--- src/rtl/smf_pkg.sv ---
// ----------------------------------------------------------------------------
// smf_pkg
// Shared types and constants of the substring match finder.
// ----------------------------------------------------------------------------
package smf_pkg;

  localparam int TEXT_W      = 8;
  localparam int HIST_DEPTH  = 16;
  localparam int LEN_W       = 5;
  localparam int PAT_WORD_W  = 64;
  localparam int START_W     = 16;
  localparam int CFG_IDX_W   = 2;

  typedef enum logic [CFG_IDX_W-1:0] {
    REG_PATTERN_LENGTH = 2'd0,
    REG_PATTERN_LOW    = 2'd1,
    REG_PATTERN_HIGH   = 2'd2,
    REG_UNUSED         = 2'd3
  } cfg_reg_t;

  typedef struct packed {
    logic               match;
    logic [START_W-1:0] start_index;
    logic               last;
  } result_t;

endpackage

--- src/rtl/smf_window.sv ---
// ----------------------------------------------------------------------------
// smf_window
// Text history, position and match spacing; single-pass window compare.
// ----------------------------------------------------------------------------
module smf_window #(
  parameter int MAX_PATTERN   = 16,
  parameter int POSITION_BITS = 16
) (
  input  logic                               clk,
  input  logic                               rst_n,
  input  logic                               accept,
  input  logic [smf_pkg::TEXT_W-1:0]         text_byte,
  input  logic                               end_of_text,
  input  logic [smf_pkg::LEN_W-1:0]          pattern_length,
  input  logic [smf_pkg::PAT_WORD_W-1:0]     pattern_low,
  input  logic [smf_pkg::PAT_WORD_W-1:0]     pattern_high,
  output smf_pkg::result_t                   res
);

  localparam int LIM   = (MAX_PATTERN < smf_pkg::HIST_DEPTH) ? MAX_PATTERN
                                                             : smf_pkg::HIST_DEPTH;
  localparam int BSM_W = $clog2(MAX_PATTERN + 1);
  localparam int CW    = (BSM_W > smf_pkg::LEN_W) ? BSM_W : smf_pkg::LEN_W;
  localparam int PW1   = POSITION_BITS + 1;

  logic [smf_pkg::TEXT_W-1:0]  hist_r   [smf_pkg::HIST_DEPTH];
  logic [smf_pkg::TEXT_W-1:0]  hist_nxt [smf_pkg::HIST_DEPTH];
  logic [smf_pkg::TEXT_W-1:0]  win      [smf_pkg::HIST_DEPTH];
  logic [smf_pkg::TEXT_W-1:0]  pat      [smf_pkg::HIST_DEPTH];
  logic [POSITION_BITS-1:0]    pos_r, pos_nxt;
  logic [BSM_W-1:0]            bsm_r, bsm_nxt, bsm_inc;
  logic [smf_pkg::LEN_W-1:0]   m;
  logic [PW1-1:0]              pos_inc, start_full;
  logic                        all_eq, hit;

  always_comb begin
    for (int j = 0; j < 8; j++) begin
      pat[j]     = pattern_low[8*j +: 8];
      pat[j + 8] = pattern_high[8*j +: 8];
    end
  end

  always_comb begin
    if (pattern_length == '0) begin
      m = smf_pkg::LEN_W'(1);
    end else if (pattern_length > smf_pkg::LEN_W'(LIM)) begin
      m = smf_pkg::LEN_W'(LIM);
    end else begin
      m = pattern_length;
    end
  end

  // window with the new byte shifted in, newest first
  always_comb begin
    win[0] = text_byte;
    for (int k = 1; k < smf_pkg::HIST_DEPTH; k++) begin
      win[k] = hist_r[k-1];
    end
  end

  always_comb begin
    logic [smf_pkg::LEN_W-1:0] sel;
    all_eq = 1'b1;
    for (int k = 0; k < smf_pkg::HIST_DEPTH; k++) begin
      sel = m - smf_pkg::LEN_W'(1) - smf_pkg::LEN_W'(k);
      if ((smf_pkg::LEN_W'(k) < m) && (win[k] != pat[sel[3:0]])) begin
        all_eq = 1'b0;
      end
    end
  end

  assign bsm_inc    = (bsm_r < BSM_W'(MAX_PATTERN)) ? bsm_r + BSM_W'(1) : bsm_r;
  assign pos_inc    = {1'b0, pos_r} + PW1'(1);
  assign start_full = pos_inc - PW1'(m);
  assign hit        = (pos_inc >= PW1'(m)) && (CW'(bsm_inc) >= CW'(m)) && all_eq;

  always_comb begin
    res.match       = hit;
    res.start_index = hit ? smf_pkg::START_W'(start_full) : '0;
    res.last        = end_of_text;
  end

  always_comb begin
    if (end_of_text) begin
      for (int k = 0; k < smf_pkg::HIST_DEPTH; k++) hist_nxt[k] = '0;
      pos_nxt = '0;
      bsm_nxt = BSM_W'(MAX_PATTERN);
    end else begin
      for (int k = 0; k < smf_pkg::HIST_DEPTH; k++) hist_nxt[k] = win[k];
      pos_nxt = (&pos_r) ? pos_r : pos_inc[POSITION_BITS-1:0];
      bsm_nxt = hit ? '0 : bsm_inc;
    end
  end

  always_ff @(posedge clk) begin
    if (!rst_n) begin
      for (int k = 0; k < smf_pkg::HIST_DEPTH; k++) hist_r[k] <= '0;
      pos_r <= '0;
      bsm_r <= BSM_W'(MAX_PATTERN);
    end else if (accept) begin
      for (int k = 0; k < smf_pkg::HIST_DEPTH; k++) hist_r[k] <= hist_nxt[k];
      pos_r <= pos_nxt;
      bsm_r <= bsm_nxt;
    end
  end

endmodule

--- src/rtl/smf_out_buf.sv ---
// ----------------------------------------------------------------------------
// smf_out_buf
// Result register with a skid stage; stall toward the source is registered.
// ----------------------------------------------------------------------------
module smf_out_buf (
  input  logic             clk,
  input  logic             rst_n,
  input  logic             push,
  input  smf_pkg::result_t push_data,
  output logic             full,
  output logic             out_valid,
  input  logic             out_stall,
  output smf_pkg::result_t out_data
);

  logic             out_valid_r, out_valid_nxt;
  logic             skid_valid_r, skid_valid_nxt;
  smf_pkg::result_t out_data_r, out_data_nxt;
  smf_pkg::result_t skid_data_r, skid_data_nxt;
  logic             pop;

  assign pop = out_valid_r && !out_stall;

  always_comb begin
    out_valid_nxt  = out_valid_r;
    skid_valid_nxt = skid_valid_r;
    out_data_nxt   = out_data_r;
    skid_data_nxt  = skid_data_r;
    if (skid_valid_r) begin
      if (pop) begin
        out_data_nxt   = skid_data_r;
        skid_valid_nxt = 1'b0;
      end
    end else if (push) begin
      if (!out_valid_r || pop) begin
        out_data_nxt  = push_data;
        out_valid_nxt = 1'b1;
      end else begin
        skid_data_nxt  = push_data;
        skid_valid_nxt = 1'b1;
      end
    end else if (pop) begin
      out_valid_nxt = 1'b0;
    end
  end

  always_ff @(posedge clk) begin
    if (!rst_n) begin
      out_valid_r  <= 1'b0;
      skid_valid_r <= 1'b0;
    end else begin
      out_valid_r  <= out_valid_nxt;
      skid_valid_r <= skid_valid_nxt;
    end
  end

  always_ff @(posedge clk) begin
    out_data_r  <= out_data_nxt;
    skid_data_r <= skid_data_nxt;
  end

  assign full      = skid_valid_r;
  assign out_valid = out_valid_r;
  assign out_data  = out_data_r;

endmodule

--- src/rtl/substring_match_finder.sv ---
// ----------------------------------------------------------------------------
// substring_match_finder
// Streaming search for non-overlapping occurrences of a pattern of up to
// 16 bytes in a byte stream.
// ----------------------------------------------------------------------------
// Usage:
//   Input channel (in_valid/in_stall) carries one text byte per word plus an
//   end-of-text flag. Output channel (out_valid/out_stall) returns one word
//   per input word: match flag, start index of the occurrence ending at that
//   byte, and the end-of-text echo.
//   Configuration (cfg_we/cfg_index/cfg_wdata) sets pattern length and the
//   pattern bytes; write only while no words are in flight.
//   The result is registered in the result register, or in the skid stage if stalled.
//   Throughput: one word per cycle while in_stall is low, set by the
//   combinational window compare of up to 16 bytes between the history register and the result register.
//   Reset (synchronous, rst_n low): history cleared, position zero, no
//   recent match, pattern length 1, pattern bytes zero, both channels empty.
//   Receiver stall: the result register holds; one more word fits in the
//   skid stage, after which in_stall rises until the held word is taken.
//   End of text clears position and history for the next word.
// ----------------------------------------------------------------------------
module substring_match_finder #(
  parameter int MAX_PATTERN   = 16,
  parameter int POSITION_BITS = 16
) (
  input  logic                             clk,
  input  logic                             rst_n,
  input  logic                             in_valid,
  output logic                             in_stall,
  input  logic [smf_pkg::TEXT_W-1:0]       in_text_byte,
  input  logic                             in_end_of_text,
  output logic                             out_valid,
  input  logic                             out_stall,
  output logic                             out_match,
  output logic [smf_pkg::START_W-1:0]      out_start_index,
  output logic                             out_last,
  input  logic                             cfg_we,
  input  logic [smf_pkg::CFG_IDX_W-1:0]    cfg_index,
  input  logic [smf_pkg::PAT_WORD_W-1:0]   cfg_wdata
);

  logic [smf_pkg::LEN_W-1:0]      pattern_length_r;
  logic [smf_pkg::PAT_WORD_W-1:0] pattern_low_r;
  logic [smf_pkg::PAT_WORD_W-1:0] pattern_high_r;
  logic                           accept;
  logic                           full;
  smf_pkg::result_t               res;
  smf_pkg::result_t               out_data;

  always_ff @(posedge clk) begin
    if (!rst_n) begin
      pattern_length_r <= smf_pkg::LEN_W'(1);
      pattern_low_r    <= '0;
      pattern_high_r   <= '0;
    end else if (cfg_we) begin
      unique case (smf_pkg::cfg_reg_t'(cfg_index))
        smf_pkg::REG_PATTERN_LENGTH: begin
          pattern_length_r <= cfg_wdata[smf_pkg::LEN_W-1:0];
        end
        smf_pkg::REG_PATTERN_LOW: begin
          pattern_low_r <= cfg_wdata;
        end
        smf_pkg::REG_PATTERN_HIGH: begin
          pattern_high_r <= cfg_wdata;
        end
        default: begin
        end
      endcase
    end
  end

  assign in_stall = full;
  assign accept   = in_valid && !full;

  smf_window #(
    .MAX_PATTERN   (MAX_PATTERN),
    .POSITION_BITS (POSITION_BITS)
  ) u_window (
    .clk            (clk),
    .rst_n          (rst_n),
    .accept         (accept),
    .text_byte      (in_text_byte),
    .end_of_text    (in_end_of_text),
    .pattern_length (pattern_length_r),
    .pattern_low    (pattern_low_r),
    .pattern_high   (pattern_high_r),
    .res            (res)
  );

  smf_out_buf u_out_buf (
    .clk       (clk),
    .rst_n     (rst_n),
    .push      (accept),
    .push_data (res),
    .full      (full),
    .out_valid (out_valid),
    .out_stall (out_stall),
    .out_data  (out_data)
  );

  assign out_match       = out_data.match;
  assign out_start_index = out_data.start_index;
  assign out_last        = out_data.last;

endmodule

--- config.mk ---
export PLATFORM = sky130hd
export DESIGN_NAME = substring_match_finder
export DESIGN_NICKNAME = d
export VERILOG_FILES = /design/src/rtl/smf_pkg.sv /design/src/rtl/smf_window.sv /design/src/rtl/smf_out_buf.sv /design/src/rtl/substring_match_finder.sv
export SDC_FILE = /design/constraint.sdc
export NUM_CORES = 1
export LEC_CHECK = 0
export BUFFER_PORTS_ARGS = -buffer_cell sky130_fd_sc_hd__buf_2
export CORE_ASPECT_RATIO = 1.2
export CORE_UTILIZATION = 52
export DETAILED_ROUTE_END_ITERATION = 6
export PLACE_DENSITY = 0.83
export SLEW_MARGIN = 20
export SYNTH_ARGS = -nofsm -noshare
export SYNTH_HDL_FRONTEND = slang
export SYNTH_SLANG_ARGS = --single-unit
--- constraint.sdc ---
create_clock -name clk -period 6.5 [get_ports clk]
set_input_delay 1.625 -clock clk [delete_from_list [all_inputs] [get_ports clk]]
set_output_delay 1.625 -clock clk [all_outputs]
set_load 0.1 [all_outputs]
==> impl_metrics.json, run 1 <==
{
  "run_status": "completed",
  "cts_buffer_depth": 3,
  "p_int_mw": 3.61,
  "synth-compound-area-share": 0.176,
  "synth-async-reset-ratio": 0,
  "reg2reg_to": "u_out_buf.out_data[4]",
  "nNetsFinal": 2340,
  "switchingPower_mw": 1.57,
  "synthXorXnorAreaFrac": 0.0602,
  "grt_max_degree": 102,
  "cts_tree": "built",
  "die-area_um2": 42200,
  "drc_errors": 0,
  "core-area_um2": 40700,
  "area_growth_pct": 9.66,
  "synth-seq-cells": 312,
  "start_kind": "flip-flop",
  "cts_buffers": 31,
  "firstDrtPassIters": 6,
  "synthSimpleGateAreaFrac": 0.178,
  "start_util": 0.528,
  "p_sw_frac": 0.303,
  "critPathSlowestCell": "a2111oi_0",
  "powerDensity_nw_per_um2": 220,
  "synth_area_per_cell_um2": 9.73,
  "seq_power_share": 0.441,
  "dpl-instance-area_um2": 22500,
  "drv_cap": 0,
  "cp_common_cell": "buf_4",
  "relSlewSlack": 0.260,
  "clock.fmax_ghz": 0.163,
  "ys.flop_type": "edfxtp_1",
  "ys_seq_area_frac": 0.363,
  "fin_skew_ns": 0.0304,
  "synthMuxAreaShare": 0.170,
  "crit_arrival_ns": 6.53,
  "ys_warn_count": 0,
  "design_area_um2": 23600,
  "wire_per_inst_um": 27.3,
  "synthDistinctLibCells": 80,
  "p_comb_frac": 0.204,
  "io_buffers": 99,
  "leakage_nw": 8.49,
  "drive_gt1_frac": 0.172,
  "cts.sinks": 312,
  "clkPwrFrac": 0.355,
  "worst_slew_pin_slew_ns": 1.10,
  "peakVddDrop_mv": 0.203,
  "rows": 81,
  "synth_area_um2": 21500,
  "cp_slowest_stage_delay_ns": 0.66,
  "worst-path-buf-inv": 5,
  "crit_chain": "or4_1 -> nand2_4 -> inv_4 -> ha_1 -> xnor2_1 -> buf_4 -> inv_1 -> ha_1 -> or3b_2 -> o221ai_1 -> a311oi_1 -> xnor2_2 -> buf_4 -> mux4_2 -> xor2_1 -> a2111oi_0 -> o21a_1 -> o22ai_1 -> or2_1 -> buf_4 -> o31ai_1",
  "cp_num_cells": 21,
  "cts_root_buf": "clkbuf_16",
  "die_h_um": 225,
  "vias": 18968,
  "rr_startpoint": "pattern_length_r[4]",
  "synth_top_family_by_area": "simple AND/OR/NAND/NOR gates",
  "rrSetupSlack_ns": 0.36,
  "ant_nets": 0,
  "ios": 100,
  "ff2ff_path_depth": 21,
  "rsz0062_at_grt": "false",
  "grt_pass1_vias": 17709,
  "grt_pass1_wl_um": 112000,
  "syn_nets": 2315,
  "drt_wl_total_um": 76500,
  "synth-adder-area-share": 0.0143,
  "synth_cells": 2211,
  "worst_ep_required_time_ns": 6.89,
  "fin_crit_ns": 6.14,
  "h-tree-depth": 1,
  "globalplace.congestion": 1.10,
  "final.setup.worst_slack_ns": 0.360,
  "final_cell_mix": "nand2_1, edfxtp_1, dfxtp_1, and2_1, a21boi_0",
  "worstPathMaxFanout": 37,
  "slew_viol_final": 0,
  "totalNegativeSetupSlack_ns": 0,
  "worstSkewPairLatency_ns": 0.60,
  "grt_overflow_total": 0,
  "antenna_found_initial": 3,
  "grt_usage": 0.357,
  "via_per_inst": 6.77,
  "worstSetupStartpoint": "pattern_length_r[4]",
  "die_w_um": 188,
  "period_share": 0.945,
  "post-place-ws_ns": 0.324,
  "hpwl_um": 58200,
  "finalHoldViolCount": 0,
  "cp-end-kind": "flip-flop",
  "first_iter_violations": 2318,
  "hp-class": "flip-flop to flip-flop",
  "total_power_mw": 5.18,
  "finalSetupViolCount": 0,
  "crit_type": "flip-flop to flip-flop",
  "cpLargestDelayFamily": "compound AO/OA/AOI/OAI gates",
  "critPathCapture": "u_out_buf.out_data[4]",
  "final_common_cell": "nand2_1",
  "clk_pin_slew_ns": 0.06,
  "synth_edf_count": 156,
  "postCtsHoldBufs": 0
}
## Yosys cell counts, drive strengths merged, types with 26 or more instances
cell,count,share of area
mux2i,99,0.046
a221oi,28,0.013
edfxtp,156,0.22
and2,134,0.039
a21boi,134,0.047
nand2,372,0.065
xor2,50,0.020
xnor2,98,0.040
a21oi,51,0.012
and3,31,0.0090
nor4,34,0.010
nor2,73,0.013
clkbuf,133,0.023
dfxtp,156,0.15
a22oi,84,0.029
a31oi,26,0.0076
buf,42,0.012
mux4,115,0.12
o22ai,31,0.0090
o21ai,46,0.011
nor3,41,0.0095
## cell type report
class,instances,area [um^2]
Antenna cell,2,5.00
Clock buffer,46,913
Clock inverter,12,124
Fill cell,3480,17100
Inverter,22,87.6
Multi-Input combinational cell,1702,12900
Sequential cell,312,7810
Tap cell,539,674
Timing Repair Buffer,167,1040
## flip-flops by register name, indices dropped and copies added (netlist names)
signal                 flops
u_window.pos_r            16
pattern_high_r            64
u_window.hist_r          120
u_out_buf.skid_data_r     18
pattern_low_r             64
u_out_buf.full             1
u_out_buf.out_data        18
pattern_length_r           5
u_out_buf.out_valid        1
u_window.bsm_r             5
## power groups by stage
stage | Combinational (mW) | Sequential, mW | Clock (mW)
after floorplan | 0.673 | 2.32 | 0
after global placement | 1.01 | 2.32 | 0
after detailed placement | 1.03 | 2.32 | 0
after CTS | 1.03 | 2.28 | 1.85
after global routing | 1.12 | 2.29 | 1.92
final | 1.06 | 2.29 | 1.84
## what timing repair did
item | in CTS | in global routing
gates resized for setup | 0 | 2
endpoints found under the hold margin | 0 | 0
setup buffers | 0 | 0
endpoints found under the setup margin | 0 | 25
## logic make-up after synthesis
family / Yosys count
AND/OR/NAND/NOR: 794
AO/OA/AOI/OAI: 515
flip-flops: 312
multiplexers: 221
buffers and inverters: 197
XOR/XNOR: 148
adder cells (fa/ha/maj): 24
## metrics by stage
step                      std cells  utilization  hold WS (ns)
after floorplan                2211            -         0.471
final                          2802        0.579         0.518
after global placement         2741        0.553         0.489
after detailed placement       2741        0.553         0.504
after CTS                      2799        0.578         0.513
after global routing           2802        0.579         0.543
## tightest hold or removal path: stages, from the launching register on
cell and delay [ns]:
dfxtp_1 0.34, nand2_1 0.06, a21boi_0 0.07
## metal layers
metal / GRT usage / part of all wire / routed length [um] / vias up
met5: 0 / 0.00010 / 8 / -
met4: 0.271 / 0.088 / 6720 / 2
met1: 0.438 / 0.36 / 27700 / 9285
met2: 0.570 / 0.45 / 34700 / 1133
li1: - / - / - / 8292
met3: 0.0531 / 0.095 / 7290 / 256
## how the worst min path moves through the flow
stage	slack [ns]	endpoint	startpoint	cells past startpoint
after CTS	0.51	pattern_high_r[38]	pattern_high_r[38]	2
after global routing	0.54	pattern_low_r[53]	pattern_low_r[53]	2
after floorplan	0.47	pattern_high_r[4]	pattern_high_r[4]	2
final	0.52	pattern_high_r[38]	pattern_high_r[38]	2
after global placement	0.49	pattern_low_r[49]	pattern_low_r[49]	2
after detailed placement	0.50	pattern_high_r[38]	pattern_high_r[38]	2
Power figures use the tool's default switching activity.
==> inputs of run 2 (changes only) <==
--- a/config.mk
+++ b/config.mk
@@ -9,7 +9,7 @@
 export CORE_ASPECT_RATIO = 1.2
 export CORE_UTILIZATION = 52
 export DETAILED_ROUTE_END_ITERATION = 6
-export PLACE_DENSITY = 0.83
+export PLACE_DENSITY = 0.67
 export SLEW_MARGIN = 20
 export SYNTH_ARGS = -nofsm -noshare
 export SYNTH_HDL_FRONTEND = slang
==> constraint.sdc (replaced) <==
create_clock -name clk -period 6.24 [get_ports clk]
set_input_delay 1.56 -clock clk [delete_from_list [all_inputs] [get_ports clk]]
set_output_delay 1.56 -clock clk [all_outputs]
set_load 0.1 [all_outputs]
==> run 2 against run 1 <==
  * The flow now finishes with violations (DRC)
  * Non-clock buffer count up 8
  * First-iteration DRC count down 9.0%
  * Routed wire length up 4.7%
==> impl_metrics.json, run 2 (synthesis results as in run 1) <==
{
  "core-area_um2": 40700,
  "cts_setup_buffers": 0,
  "h-tree-depth": 2,
  "totalNegativeSetupSlack_ns": 0,
  "worst_ep_required_time_ns": 6.58,
  "die_h_um": 225,
  "clk_pin_slew_ns": 0.06,
  "firstDrtPassIters": 7,
  "area_growth_pct": 11.0,
  "dp_cells": 2749,
  "worst-path-buf-inv": 5,
  "cts_buffer_depth": 3,
  "finalNonFillerCells": 2815,
  "largest_reg_flops": 120,
  "die-area_um2": 42200,
  "drt_wl_total_um": 80100,
  "io_buffers": 99,
  "cts_tree": "built",
  "cts_buffers": 35,
  "crit_arrival_ns": 6.31,
  "clock.fmax_ghz": 0.167,
  "seq_power_share": 0.417,
  "cp-end-kind": "flip-flop",
  "hpwl_um": 61800,
  "grt_pass1_vias": 17277,
  "finalHoldViolCount": 0,
  "via_per_inst": 6.69,
  "worstPathMaxFanout": 76,
  "start_kind": "flip-flop",
  "cts_root_buf": "clkbuf_16",
  "worst_slew_pin_slew_ns": 1.26,
  "ctsResizeCount": 0,
  "p_comb_frac": 0.198,
  "postCtsHoldBufs": 0,
  "crit_type": "flip-flop to flip-flop",
  "grt_pass1_wl_um": 117000,
  "antenna_found_initial": 3,
  "drive_gt1_frac": 0.178,
  "vias": 18839,
  "grt_overflow_total": 0,
  "critPathSlowestCell": "mux4_2",
  "peakVddDrop_mv": 0.296,
  "rsz0062_at_grt": "false",
  "fillers": 3560,
  "ant_nets": 0,
  "ios": 100,
  "finalSetupViolCount": 0,
  "final_cell_mix": "nand2_1, edfxtp_1, dfxtp_1, and2_1, a21boi_0",
  "period_share": 0.957,
  "grt_usage": 0.380,
  "cp_common_cell": "buf_4",
  "failed_checks": "DRC",
  "cpLargestDelayFamily": "compound AO/OA/AOI/OAI gates",
  "nNetsFinal": 2352,
  "switchingPower_mw": 1.73,
  "slew_viol_final": 0,
  "grt_max_degree": 134,
  "p_int_mw": 3.99,
  "drv_cap": 0,
  "worstSkewPairLatency_ns": 0.56,
  "fin_crit_ns": 5.97,
  "hp-class": "flip-flop to flip-flop",
  "die_w_um": 188,
  "drc_errors": 6,
  "fin_skew_ns": 0.0229,
  "relSlewSlack": 0.154,
  "run_status": "finished, violations left",
  "globalplace.congestion": 1.07,
  "total_power_mw": 5.72,
  "first_iter_violations": 2110,
  "top_regs": "u_window.hist_r x120, pattern_high_r x64, pattern_low_r x64",
  "wire_per_inst_um": 28.4,
  "powerDensity_nw_per_um2": 239,
  "cts.sinks": 312,
  "largest_register": "u_window.hist_r",
  "rows": 81,
  "start_util": 0.528,
  "clkPwrFrac": 0.385,
  "crit_chain": "buf_4 -> nand2b_1 -> nand2_4 -> inv_4 -> buf_4 -> clkbuf_8 -> mux4_2 -> a22oi_1 -> a21oi_1 -> nor4_1 -> a41oi_1 -> a221oi_1 -> and4_1 -> o2111ai_1 -> or2_1 -> buf_12 -> o31ai_1",
  "cp_slowest_stage_delay_ns": 0.71,
  "leakage_nw": 8.62,
  "p_sw_frac": 0.302,
  "final_common_cell": "nand2_1"
}
run 2: cell types whose count changed in the layout (fill, tap and decap cells not counted), sizes merged:
cell	before	now
buf	167	174
bufinv	2	5
clkbuf	46	45
clkinv	9	10
clkinvlp	1	3
diode	2	1
inv	22	24
run 2: cell type report:
type                    instances  area (um^2)  share of cell area
well taps                     539          674              0.0282
clock buffers                  44          961              0.0402
repair buffers                175         1140              0.0476
diodes                          1         2.50            0.000105
clock inverters                20          260              0.0109
multi-input cells            1702        13000               0.542
flip-flops and latches        312         7810               0.327
inverters                      22         87.6             0.00366
run 2: path summary, 6_finish.rpt:
path | start | endpoint | slack [ns] | cells past startpoint
worst min-delay path | pattern_low_r[50] | pattern_low_r[50] | 0.51 | 2
worst max register to register | pattern_length_r[4] | u_out_buf.out_data[3] | 0.27 | 17
worst max-delay path | pattern_length_r[4] | u_out_buf.out_data[3] | 0.27 | 17
worst min register to register | pattern_low_r[50] | pattern_low_r[50] | 0.51 | 2
run 2: power groups by stage:
stage / logic (mW) / registers [mW] / clock network (mW)
4_1_cts: 1.11 / 2.38 / 2.22
5_1_grt: 1.20 / 2.39 / 2.30
6_report: 1.13 / 2.39 / 2.20
3_5_place_dp: 1.11 / 2.42 / 0
3_3_place_gp: 1.09 / 2.42 / 0
2_1_floorplan: 0.701 / 2.41 / 0
run 2: metal layers:
layer | global-route usage | vias up | share of wire
met4 | 0.196 | 2 | 0.059
met1 | 0.475 | 9207 | 0.38
met5 | 0 | - | 0.00016
met2 | 0.613 | 1047 | 0.46
met3 | 0.0927 | 253 | 0.10
li1 | - | 8330 | -
run 2: metrics by stage:
stage / area, um^2 / util / worst slack, ns / hold WS (ns)
after CTS: 23800 / 0.585 / 0.190 / 0.512
after floorplan: 21500 / - / 0.0211 / 0.471
after detailed placement: 22600 / 0.555 / 0.244 / 0.503
final: 23900 / 0.587 / 0.267 / 0.511
after global placement: 22600 / 0.555 / 0.403 / 0.496
after global routing: 23900 / 0.587 / 0.0116 / 0.526
run 2: worst min-delay path, stage by stage, from the launching register on:
cell and delay [ns]:
dfxtp_1 0.34, nand2_1 0.06, a21boi_0 0.07
